File: src/rtl/sts_pkg.sv
// ----------------------------------------------------------------------------
// sts_pkg
// shared types, token codes and lookup functions of the script token scanner
// ----------------------------------------------------------------------------
package sts_pkg;

   localparam int WORD_BUF_LEN_DEF = 9;
   localparam int COL_BITS_DEF     = 12;
   localparam int ROW_BITS_DEF     = 16;
   localparam int KW_MAX_LEN       = 9;
   localparam int KW_COUNT         = 17;

   // token kinds
   localparam logic [3:0] K_ID   = 4'd0;
   localparam logic [3:0] K_KW   = 4'd1;
   localparam logic [3:0] K_INT  = 4'd2;
   localparam logic [3:0] K_REAL = 4'd3;
   localparam logic [3:0] K_STR  = 4'd4;
   localparam logic [3:0] K_CHAR = 4'd5;
   localparam logic [3:0] K_SYM  = 4'd6;
   localparam logic [3:0] K_EOF  = 4'd7;
   localparam logic [3:0] K_ERR  = 4'd8;

   // two-character symbol codes
   localparam logic [4:0] S_NONE = 5'd0;
   localparam logic [4:0] S_GE   = 5'd20;
   localparam logic [4:0] S_LE   = 5'd21;
   localparam logic [4:0] S_EQ   = 5'd22;
   localparam logic [4:0] S_NE   = 5'd23;
   localparam logic [4:0] S_AND  = 5'd24;
   localparam logic [4:0] S_OR   = 5'd25;

   // keyword text, right aligned, first character highest
   localparam logic [8*KW_MAX_LEN-1:0] KW_TEXT [KW_COUNT] = '{
      72'("function"), 72'("var"), 72'("let"), 72'("const"), 72'("true"),
      72'("false"), 72'("this"), 72'("if"), 72'("else"), 72'("while"),
      72'("return"), 72'("undefined"), 72'("null"), 72'("for"), 72'("break"),
      72'("continue"), 72'("class")
   };
   localparam logic [3:0] KW_LEN [KW_COUNT] = '{
      4'd8, 4'd3, 4'd3, 4'd5, 4'd4, 4'd5, 4'd4, 4'd2, 4'd4, 4'd5,
      4'd6, 4'd9, 4'd4, 4'd3, 4'd5, 4'd8, 4'd5
   };

   typedef struct packed {
      logic       hit;
      logic [4:0] code;
   } lookup_type;

   // write strobes from the front end into the token queue
   typedef struct packed {
      logic wr0;
      logic wr1;
   } push_type;

   function automatic lookup_type kw_lookup(input logic [KW_MAX_LEN-1:0][7:0] w,
                                            input logic [3:0] n);
      lookup_type r;
      logic       same;
      r.hit  = 1'b0;
      r.code = 5'd0;
      for (int k = KW_COUNT - 1; k >= 0; k--) begin
         same = (n == KW_LEN[k]);
         for (int i = 0; i < KW_MAX_LEN; i++) begin
            if (4'(i) < KW_LEN[k] &&
                w[i] != KW_TEXT[k][8*(int'(KW_LEN[k]) - 1 - i) +: 8]) begin
               same = 1'b0;
            end
         end
         if (same) begin
            r.hit  = 1'b1;
            r.code = 5'(k);
         end
      end
      return r;
   endfunction

   function automatic lookup_type sym_lookup(input logic [7:0] c);
      lookup_type r;
      r.hit = 1'b1;
      case (c)
         "{": r.code = 5'd0;
         "}": r.code = 5'd1;
         "(": r.code = 5'd2;
         ")": r.code = 5'd3;
         "[": r.code = 5'd4;
         "]": r.code = 5'd5;
         ".": r.code = 5'd6;
         ",": r.code = 5'd7;
         ";": r.code = 5'd8;
         "+": r.code = 5'd9;
         "-": r.code = 5'd10;
         "*": r.code = 5'd11;
         "/": r.code = 5'd12;
         "%": r.code = 5'd13;
         "&": r.code = 5'd14;
         "|": r.code = 5'd15;
         "!": r.code = 5'd16;
         "<": r.code = 5'd17;
         ">": r.code = 5'd18;
         "=": r.code = 5'd19;
         default: begin
            r.hit  = 1'b0;
            r.code = 5'd0;
         end
      endcase
      return r;
   endfunction

   function automatic logic [4:0] pair_code(input logic [7:0] a, input logic [7:0] b);
      logic [4:0] r;
      r = S_NONE;
      if (b == "=") begin
         if (a == ">") r = S_GE;
         else if (a == "<") r = S_LE;
         else if (a == "=") r = S_EQ;
         else if (a == "!") r = S_NE;
      end
      if (a == "&" && b == "&") r = S_AND;
      if (a == "|" && b == "|") r = S_OR;
      return r;
   endfunction

endpackage

File: src/rtl/sts_front.sv
// ----------------------------------------------------------------------------
// sts_front
// byte scanner: keeps the scan mode and counters, builds up to two records
// ----------------------------------------------------------------------------
module sts_front
   import sts_pkg::*;
#(
   parameter int WORD_BUF_LEN = WORD_BUF_LEN_DEF,
   parameter int COL_BITS     = COL_BITS_DEF,
   parameter int ROW_BITS     = ROW_BITS_DEF,
   parameter int REC_W        = 4 + 5 + 5 + ROW_BITS + 2 * COL_BITS + 1
) (
   input  logic             clock,
   input  logic             reset,
   input  logic             accept,
   input  logic [7:0]       ch,
   input  logic             at_end,
   output push_type         wr,
   output logic [REC_W-1:0] rec0,
   output logic [REC_W-1:0] rec1
);

   localparam int WB_IDX = $clog2(WORD_BUF_LEN);
   localparam logic [COL_BITS-1:0] COL_MAX = {COL_BITS{1'b1}};
   localparam logic [ROW_BITS-1:0] ROW_MAX = {ROW_BITS{1'b1}};

   localparam logic [2:0] M_IDLE    = 3'd0;
   localparam logic [2:0] M_WORD    = 3'd1;
   localparam logic [2:0] M_NUM     = 3'd2;
   localparam logic [2:0] M_STR     = 3'd3;
   localparam logic [2:0] M_CHOPEN  = 3'd4;
   localparam logic [2:0] M_CHESC   = 3'd5;
   localparam logic [2:0] M_CHCLOSE = 3'd6;
   localparam logic [2:0] M_SYM2    = 3'd7;

   logic [2:0]          mode_ff, mode_in;
   logic [ROW_BITS-1:0] row_ff, row_in;
   logic [COL_BITS-1:0] col_ff, col_in;
   logic [COL_BITS-1:0] start_ff, start_in;
   logic [COL_BITS-1:0] len_ff, len_in;
   logic [WORD_BUF_LEN-1:0][7:0] wbuf_ff, wbuf_in;
   logic [7:0]          psym_ff, psym_in;
   logic                dot_ff, dot_in;
   logic                bsl_ff, bsl_in;

   logic                e_v, s_v, do_start;
   logic [3:0]          e_kind, s_kind;
   logic [4:0]          e_kw, e_sym, s_sym;
   logic [COL_BITS-1:0] e_start, e_len, s_start, s_len, grown;
   logic [KW_MAX_LEN-1:0][7:0] kw_word;
   logic [3:0]          kw_n;
   lookup_type          kw_hit, psym_hit, ch_hit;
   logic [4:0]          pcode;
   logic                is_alpha, is_digit, is_space;

   always_comb begin
      for (int i = 0; i < KW_MAX_LEN; i++) kw_word[i] = wbuf_ff[i];
   end

   assign kw_n     = (len_ff <= COL_BITS'(KW_MAX_LEN)) ? len_ff[3:0] : 4'd0;
   assign kw_hit   = kw_lookup(kw_word, kw_n);
   assign psym_hit = sym_lookup(psym_ff);
   assign ch_hit   = sym_lookup(ch);
   assign pcode    = pair_code(psym_ff, ch);
   assign is_alpha = (ch >= "a" && ch <= "z") || (ch >= "A" && ch <= "Z") || ch == "_";
   assign is_digit = ch >= "0" && ch <= "9";
   assign is_space = ch == " " || (ch >= 8'd9 && ch <= 8'd13);
   assign grown    = (len_ff < COL_MAX) ? len_ff + 1'b1 : len_ff;

   always_comb begin
      mode_in  = mode_ff;
      row_in   = row_ff;
      col_in   = col_ff;
      start_in = start_ff;
      len_in   = len_ff;
      wbuf_in  = wbuf_ff;
      psym_in  = psym_ff;
      dot_in   = dot_ff;
      bsl_in   = bsl_ff;
      e_v      = 1'b0;
      e_kind   = K_ID;
      e_kw     = 5'd0;
      e_sym    = 5'd0;
      e_start  = start_ff;
      e_len    = len_ff;
      s_v      = 1'b0;
      s_kind   = K_ERR;
      s_sym    = 5'd0;
      s_start  = col_ff;
      s_len    = COL_BITS'(1);
      do_start = 1'b0;
      if (at_end) begin
         case (mode_ff)
            M_WORD: begin
               e_v    = 1'b1;
               e_kind = kw_hit.hit ? K_KW : K_ID;
               e_kw   = kw_hit.hit ? kw_hit.code : 5'd0;
            end
            M_NUM: begin
               e_v    = 1'b1;
               e_kind = dot_ff ? K_REAL : K_INT;
            end
            M_SYM2: begin
               e_v    = 1'b1;
               e_kind = K_SYM;
               e_sym  = psym_hit.code;
               e_len  = COL_BITS'(1);
            end
            M_STR, M_CHOPEN, M_CHESC, M_CHCLOSE: begin
               e_v    = 1'b1;
               e_kind = K_ERR;
            end
            default: ;
         endcase
         s_v     = 1'b1;
         s_kind  = K_EOF;
         s_len   = '0;
         mode_in = M_IDLE;
         dot_in  = 1'b0;
         bsl_in  = 1'b0;
      end else begin
         case (mode_ff)
            M_WORD: begin
               if (is_alpha || is_digit) begin
                  if (len_ff < COL_BITS'(WORD_BUF_LEN)) wbuf_in[len_ff[WB_IDX-1:0]] = ch;
                  len_in = grown;
               end else begin
                  e_v      = 1'b1;
                  e_kind   = kw_hit.hit ? K_KW : K_ID;
                  e_kw     = kw_hit.hit ? kw_hit.code : 5'd0;
                  do_start = 1'b1;
               end
            end
            M_NUM: begin
               if (is_digit) begin
                  len_in = grown;
               end else if (ch == "." && !dot_ff) begin
                  dot_in = 1'b1;
                  len_in = grown;
               end else begin
                  e_v      = 1'b1;
                  e_kind   = dot_ff ? K_REAL : K_INT;
                  do_start = 1'b1;
               end
            end
            M_STR: begin
               len_in = grown;
               if (bsl_ff) begin
                  bsl_in = 1'b0;
               end else if (ch == "\\") begin
                  bsl_in = 1'b1;
               end else if (ch == "\"") begin
                  e_v     = 1'b1;
                  e_kind  = K_STR;
                  e_len   = grown;
                  mode_in = M_IDLE;
               end
            end
            M_CHOPEN: begin
               len_in  = grown;
               mode_in = (ch == "\\") ? M_CHESC : M_CHCLOSE;
            end
            M_CHESC: begin
               len_in  = grown;
               mode_in = M_CHCLOSE;
            end
            M_CHCLOSE: begin
               len_in  = grown;
               e_v     = 1'b1;
               e_kind  = (ch == "'") ? K_CHAR : K_ERR;
               e_len   = grown;
               mode_in = M_IDLE;
            end
            M_SYM2: begin
               e_v    = 1'b1;
               e_kind = K_SYM;
               if (pcode != S_NONE) begin
                  e_sym   = pcode;
                  e_len   = COL_BITS'(2);
                  mode_in = M_IDLE;
               end else begin
                  e_sym    = psym_hit.code;
                  e_len    = COL_BITS'(1);
                  do_start = 1'b1;
               end
            end
            default: do_start = 1'b1;
         endcase

         if (do_start) begin
            mode_in  = M_IDLE;
            start_in = col_ff;
            len_in   = COL_BITS'(1);
            if (is_space) begin
               len_in = '0;
            end else if (is_alpha) begin
               mode_in    = M_WORD;
               wbuf_in[0] = ch;
            end else if (is_digit) begin
               mode_in = M_NUM;
               dot_in  = 1'b0;
            end else if (ch == "\"") begin
               mode_in = M_STR;
               bsl_in  = 1'b0;
            end else if (ch == "'") begin
               mode_in = M_CHOPEN;
            end else if (ch == "=" || ch == "<" || ch == ">" || ch == "!" ||
                         ch == "&" || ch == "|") begin
               mode_in = M_SYM2;
               psym_in = ch;
            end else begin
               s_v    = 1'b1;
               s_kind = ch_hit.hit ? K_SYM : K_ERR;
               s_sym  = ch_hit.code;
            end
         end

         if (ch == 8'h0a) begin
            if (row_ff < ROW_MAX) row_in = row_ff + 1'b1;
            col_in = '0;
         end else if (col_ff < COL_MAX) begin
            col_in = col_ff + 1'b1;
         end
      end
   end

   // first slot holds the closed token when there is one
   assign wr.wr0 = accept && (e_v || s_v);
   assign wr.wr1 = accept && e_v && s_v;
   assign rec0 = e_v ? {e_kind, e_kw, e_sym, row_ff, e_start, e_len, !s_v}
                     : {s_kind, 5'd0, s_sym, row_ff, s_start, s_len, 1'b1};
   assign rec1 = {s_kind, 5'd0, s_sym, row_ff, s_start, s_len, 1'b1};

   always_ff @(posedge clock) begin
      if (reset) begin
         mode_ff  <= M_IDLE;
         row_ff   <= ROW_BITS'(1);
         col_ff   <= '0;
         start_ff <= '0;
         len_ff   <= '0;
         wbuf_ff  <= '0;
         psym_ff  <= '0;
         dot_ff   <= 1'b0;
         bsl_ff   <= 1'b0;
      end else if (accept) begin
         mode_ff  <= mode_in;
         row_ff   <= row_in;
         col_ff   <= col_in;
         start_ff <= start_in;
         len_ff   <= len_in;
         wbuf_ff  <= wbuf_in;
         psym_ff  <= psym_in;
         dot_ff   <= dot_in;
         bsl_ff   <= bsl_in;
      end
   end

endmodule

File: src/rtl/sts_queue.sv
// ----------------------------------------------------------------------------
// sts_queue
// token record queue: takes up to two records a cycle, hands out one
// ----------------------------------------------------------------------------
module sts_queue
   import sts_pkg::*;
#(
   parameter int REC_W = 4 + 5 + 5 + ROW_BITS_DEF + 2 * COL_BITS_DEF + 1
) (
   input  logic             clock,
   input  logic             reset,
   input  push_type         wr,
   input  logic [REC_W-1:0] rec0,
   input  logic [REC_W-1:0] rec1,
   input  logic             pop,
   output logic             full,
   output logic             empty,
   output logic [REC_W-1:0] head
);

   logic [REC_W-1:0] mem_ff [4];
   logic [1:0]       wp_ff, wp_in, rp_ff, rp_in;
   logic [2:0]       cnt_ff, cnt_in;
   logic             take;

   assign empty = (cnt_ff == 3'd0);
   assign full  = (cnt_ff > 3'd2);
   assign take  = pop && !empty;
   assign head  = mem_ff[rp_ff];

   always_comb begin
      wp_in  = wp_ff + 2'(wr.wr0) + 2'(wr.wr1);
      rp_in  = rp_ff + 2'(take);
      cnt_in = cnt_ff + 3'(wr.wr0) + 3'(wr.wr1) - 3'(take);
   end

   always_ff @(posedge clock) begin
      if (wr.wr0) mem_ff[wp_ff] <= rec0;
      if (wr.wr1) mem_ff[wp_ff + 2'd1] <= rec1;
   end

   always_ff @(posedge clock) begin
      if (reset) begin
         wp_ff  <= '0;
         rp_ff  <= '0;
         cnt_ff <= '0;
      end else begin
         wp_ff  <= wp_in;
         rp_ff  <= rp_in;
         cnt_ff <= cnt_in;
      end
   end

endmodule

File: src/rtl/script_token_scanner_core.sv
// ----------------------------------------------------------------------------
// script_token_scanner_core
// byte-serial tokenizer for a small script language
// ----------------------------------------------------------------------------
// One source byte is taken per clock (push while full is low); each request
// is scanned in the cycle it is accepted and yields zero, one or two token
// records (kind, keyword or symbol code, row, start column, length, last).
// Records wait in a four-deep queue and come out oldest first while empty is
// low, one per pop. full rises while fewer than two slots are free, so the
// sustained rate is one byte per cycle as long as records are popped at
// least as fast as they are made; a byte that both closes one token and
// is a one-byte token of its own (or an end mark after an open token) puts
// two records in the queue, which the single pop port drains one per cycle.
// An end-of-input request closes any open token, then gives an eof record.
// ----------------------------------------------------------------------------
module script_token_scanner_core
   import sts_pkg::*;
#(
   parameter int WORD_BUF_LEN = WORD_BUF_LEN_DEF,
   parameter int COL_BITS     = COL_BITS_DEF,
   parameter int ROW_BITS     = ROW_BITS_DEF
) (
   input  logic                clock,
   input  logic                reset,
   // request side
   input  logic [7:0]          req_ch,
   input  logic                req_at_end,
   input  logic                push,
   output logic                full,
   // record side
   output logic [3:0]          rsp_token_kind,
   output logic [4:0]          rsp_keyword_code,
   output logic [4:0]          rsp_symbol_code,
   output logic [ROW_BITS-1:0] rsp_row,
   output logic [COL_BITS-1:0] rsp_start_col,
   output logic [COL_BITS-1:0] rsp_length,
   output logic                rsp_last,
   output logic                empty,
   input  logic                pop
);

   // record layout: kind, keyword, symbol, row, start, length, last
   localparam int REC_W = 4 + 5 + 5 + ROW_BITS + 2 * COL_BITS + 1;

   logic             accept;
   push_type         wr;
   logic [REC_W-1:0] rec0, rec1, head;

   // a request is taken whenever the queue has room for two records
   assign accept = push && !full;

   sts_front #(
      .WORD_BUF_LEN (WORD_BUF_LEN),
      .COL_BITS     (COL_BITS),
      .ROW_BITS     (ROW_BITS),
      .REC_W        (REC_W)
   ) u_front (
      .clock  (clock),
      .reset  (reset),
      .accept (accept),
      .ch     (req_ch),
      .at_end (req_at_end),
      .wr     (wr),
      .rec0   (rec0),
      .rec1   (rec1)
   );

   sts_queue #(
      .REC_W (REC_W)
   ) u_queue (
      .clock (clock),
      .reset (reset),
      .wr    (wr),
      .rec0  (rec0),
      .rec1  (rec1),
      .pop   (pop),
      .full  (full),
      .empty (empty),
      .head  (head)
   );

   // unpack the oldest record onto the ports
   assign rsp_token_kind   = head[REC_W-1 -: 4];
   assign rsp_keyword_code = head[REC_W-5 -: 5];
   assign rsp_symbol_code  = head[REC_W-10 -: 5];
   assign rsp_row          = head[2*COL_BITS+ROW_BITS : 2*COL_BITS+1];
   assign rsp_start_col    = head[2*COL_BITS : COL_BITS+1];
   assign rsp_length       = head[COL_BITS : 1];
   assign rsp_last         = head[0];

endmodule
File: config.mk
export PLATFORM = sky130hd
export DESIGN_NAME = script_token_scanner_core
export DESIGN_NICKNAME = d
export VERILOG_FILES = /design/src/rtl/sts_pkg.sv /design/src/rtl/sts_front.sv /design/src/rtl/sts_queue.sv /design/src/rtl/script_token_scanner_core.sv
export SDC_FILE = /design/constraint.sdc
export NUM_CORES = 1
export LEC_CHECK = 0
export BUFFER_PORTS_ARGS = -buffer_cell sky130_fd_sc_hd__buf_2
export CORE_MARGIN = 5
export CORE_UTILIZATION = 55
export DETAILED_ROUTE_END_ITERATION = 16
export PLACE_DENSITY = 0.75
export SKIP_LAST_GASP = 1
export SLEW_MARGIN = 0
export SYNTH_ARGS = -nofsm -noshare
export SYNTH_HDL_FRONTEND = slang
export SYNTH_SLANG_ARGS = --single-unit
File: constraint.sdc
create_clock -name clock -period 7.22 [get_ports clock]
set_input_delay 0 -clock clock [delete_from_list [all_inputs] [get_ports clock]]
set_output_delay 0 -clock clock [all_outputs]
set_load 0.02 [all_outputs]
==> impl_metrics.tcl <==
set metrics [dict create \
    status "complete, no violations" \
    syn_area_mm2 0.0187 \
    gr-total-overflow 0 \
    fin_area_mm2 0.0205 \
    dp_hpwl_mm 34.6 \
    area_growth_pct 9.81 \
    slew_headroom_pct 23.7 \
    wl_mm 50.3 \
    grt_pass1_wl_mm 80.4 \
    cts_buffers 39 \
    final-seq-area_mm2 0.00881 \
    synthesis.nets 1859 \
    clk_pin_slew_ps 70 \
    worstSetupPathType "reg -> reg" \
    arrival_ps 5590 \
    coreArea_mm2 0.0335 \
    cts_resized 0 \
    dieArea_mm2 0.0378 \
    fin_cells 2303 \
    avgViaCountPerCell 6.55 \
    placed_cells_incl_taps 2224 \
    clockBufferDepth 3 \
    synth_enable_flop_cells 152 \
    pwr-share-comb_pct 19.5 \
    cap_viol_max_count 0 \
    post-route-drc-count 0 \
    grt_max_degree 87 \
    portBuffers 69 \
    multi_input_area_mm2 0.00916 \
    cp_max_fo 55 \
    path_delay_family "simple AND/OR/NAND/NOR gates" \
    synth_cells 1834 \
    antennaDiodeCount 0 \
    worstPathCellList "inv_1 -> nor2_1 -> nand3_2 -> a2111oi_4 -> o21bai_1 -> buf_4 -> and2_1 -> inv_2 -> and2_1" \
    hold_path.class "in -> reg" \
    setup_violations 0 \
    hold_violations 0 \
    drtIter0Drc 1583 \
    max-vdd-ir-drop_uv 219 \
    slowest_delay_ps 900 \
    path_buf_inv 3 \
    p_int_mw 3.86 \
    initial_utilization_pct 55.7 \
    pre_cts_ws_ps 2160 \
    drive_gt1_share_pct 13.4 \
    postCtsSetupBuffers 0 \
    crit_slowest_cell "inv_2" \
    power_switching_mw 1.59 \
    track_usage_pct 25.8 \
    fill_cells 2710 \
    netSwitchingFraction_pct 29.1 \
    clkLatencyLatePin_ps 540 \
    p_seq_share_pct 43.9 \
    ys_seq_area_share_pct 47.1 \
    setup_ws_ps 2030 \
    cts_tree "done" \
    synth_flop_cell "dfxtp_1" \
    ant_nets 0 \
    hold_buffers 8 \
    power.leakage_nw 6.91 \
    crit_path_frequent_cell "and2_1" \
    wl_per_cell_um 21.8 \
    gp_congestion 0.998 \
    tns_ps 0 \
    skew_ps 21.0 \
    synthArstFlopShare_pct 0 \
    slew_viol_final 0 \
    end_kind "register" \
    rows 67 \
    grt_pass1_vias 14216 \
    ys_warn_count 0 \
    post-route-min-period_ps 5190 \
    dpl-instance-area_mm2 0.0191 \
    whs_ps 138 \
    clockPowerShare_pct 36.6 \
    startpoint_type "register" \
    fp.dieH_um 194 \
    required_ps 7620 \
    tightest_slew_ps 1140 \
    min_path_cells 4 \
    pin_count 70 \
    cts_root_buffer "clkbuf_16" \
    ys_seq_elements 364 \
    ys_types 91 \
    fmax_ghz 0.193 \
    reg2regPathDepth 9 \
    antenna_found_initial 1 \
    fp.dieW_um 194 \
    drt_first_pass_iters 6 \
    htree_levels 2 \
    timing.final.crit_share_pct 71.9 \
    cts.sinks 364 \
    avgSynthCellArea_um2 10.2 \
    powerDensity_mw_per_mm2 266 \
    nets 1850 \
    grt_setup_unrepaired "false" \
    cp.depth 9 \
    routed-via-count 15079 \
]
-- cell type report --
cell class                      instances  share of cell area [%]
Timing Repair Buffer                   98                    2.85
Sequential cell                       364                    42.9
Clock buffer                           54                    5.49
Inverter                               22                   0.457
Tap cell                              448                    2.73
Multi-Input combinational cell       1300                    44.6
Clock inverter                         17                   0.896
-- power by group through the flow --
stage	Sequential, mW	Combinational, mW	Clock, mW
floorplan	2.37	0.815	0
global placement	2.42	1.05	0
detailed placement	2.44	1.07	0
CTS	2.39	1.07	2.03
global route	2.41	1.14	2.12
finish	2.39	1.06	1.99
-- cell usage after synthesis, drive strengths merged (6+ instances only) --
| cell type | n | share of area, % |
|---|---|---|
| dfxtp | 212 | 23 |
| nand2 | 185 | 3.7 |
| edfxtp | 152 | 24 |
| nor2 | 125 | 2.6 |
| clkbuf | 109 | 2.2 |
| a21oi | 102 | 2.7 |
| and2 | 89 | 3.0 |
| a22o | 76 | 3.6 |
| nand3 | 60 | 1.6 |
| mux4 | 55 | 6.6 |
| o21ai | 51 | 1.4 |
| nand4 | 46 | 1.5 |
| o2bb2ai | 42 | 2.0 |
| buf | 39 | 1.3 |
| nor3 | 39 | 1.0 |
| o22ai | 38 | 1.3 |
| mux2i | 36 | 1.9 |
| nor4 | 31 | 1.1 |
| nor2b | 26 | 0.87 |
| nor3b | 24 | 0.99 |
| nor4bb | 23 | 1.2 |
| nand2b | 19 | 0.64 |
| xor2 | 19 | 0.89 |
| inv | 17 | 0.34 |
| or3 | 13 | 0.44 |
| or4 | 13 | 0.54 |
| and3 | 12 | 0.40 |
| and4b | 12 | 0.64 |
| nand4b | 11 | 0.52 |
| and4 | 10 | 0.47 |
| o31ai | 10 | 0.65 |
| ha | 9 | 0.60 |
| nor4b | 9 | 0.42 |
| xnor2 | 9 | 0.42 |
| o21a | 8 | 0.32 |
| or2 | 8 | 0.27 |
| nand3b | 7 | 0.28 |
| a22oi | 6 | 0.24 |
| a31oi | 6 | 0.20 |
-- path summary, 6_finish.rpt --
kind / end / start / slack, ps
worst max-delay path: u_queue.mem_ff[0][40] / u_front.mode_ff[1] / 2030
worst min-delay path: u_queue.rp_ff[0] / pop / 140
worst max register to register: u_queue.mem_ff[0][40] / u_front.mode_ff[1] / 2030
worst min register to register: u_front.kw_word[60] / u_front.kw_word[60] / 450
-- registers in the layout, indices dropped and copies added (netlist names) --
| signal | cells |
|---|---|
| u_front.bsl_ff | 1 |
| u_queue.wp_ff | 2 |
| u_queue.cnt_ff | 3 |
| u_queue.rp_ff | 2 |
| u_front.col_ff | 12 |
| u_front.e_start | 12 |
| u_front.len_ff | 12 |
| u_queue.mem_ff | 220 |
| u_front.dot_ff | 1 |
| u_front.row_ff | 16 |
| u_front.psym_ff | 8 |
| u_front.mode_ff | 3 |
| u_front.kw_word | 72 |
-- routing by layer --
| metal | routed length, µm | global-route usage, % | vias up |
|---|---|---|---|
| li1 | - | - | 6929 |
| met4 | 1270 | 6.46 | 2 |
| met2 | 24200 | 42.5 | 718 |
| met1 | 21400 | 36.4 | 7320 |
| met5 | 9 | 0 | - |
| met3 | 3450 | 3.58 | 110 |
-- cell families after synthesis --
group | after synthesis | synth area share [%]
DFF | 364 | 47.1
adders and majority gates | 13 | 0.977
muxes | 91 | 8.55
buffers and inverters | 170 | 4.00
AOI/OAI and AO/OA | 395 | 15.2
and+or+nand+nor | 773 | 22.9
xor gates and xnor gates | 28 | 1.31
-- layout by cell type, fill, tap and decap left out, drive strengths merged, types with 26 or more instances in the layout --
cell type  instances
edfxtp           152
o21ai             51
nor2b             26
nand2            185
and2              89
nand4             46
dfxtp            212
clkbuf            54
nor4              31
nand3             60
nor3              39
mux2i             36
buf               90
o2bb2ai           42
a22o              76
nor2             125
o22ai             38
a21oi            102
mux4              55
-- through the flow --
stage	power [mW]	util [%]
floorplan	3.18	-
global placement	3.47	57.1
detailed placement	3.50	57.1
CTS	5.49	61.2
global route	5.67	61.2
finish	5.45	61.2
-- worst reg2reg max path, cell delays in order, from the launching register on --
cell,delay [ps]
dfxtp_1,720
inv_1,380
nor2_1,630
nand3_2,350
a2111oi_4,900
o21bai_1,190
buf_4,250
and2_1,420
inv_2,910
and2_1,310
Note: power is estimated with default switching activity, not from simulation.
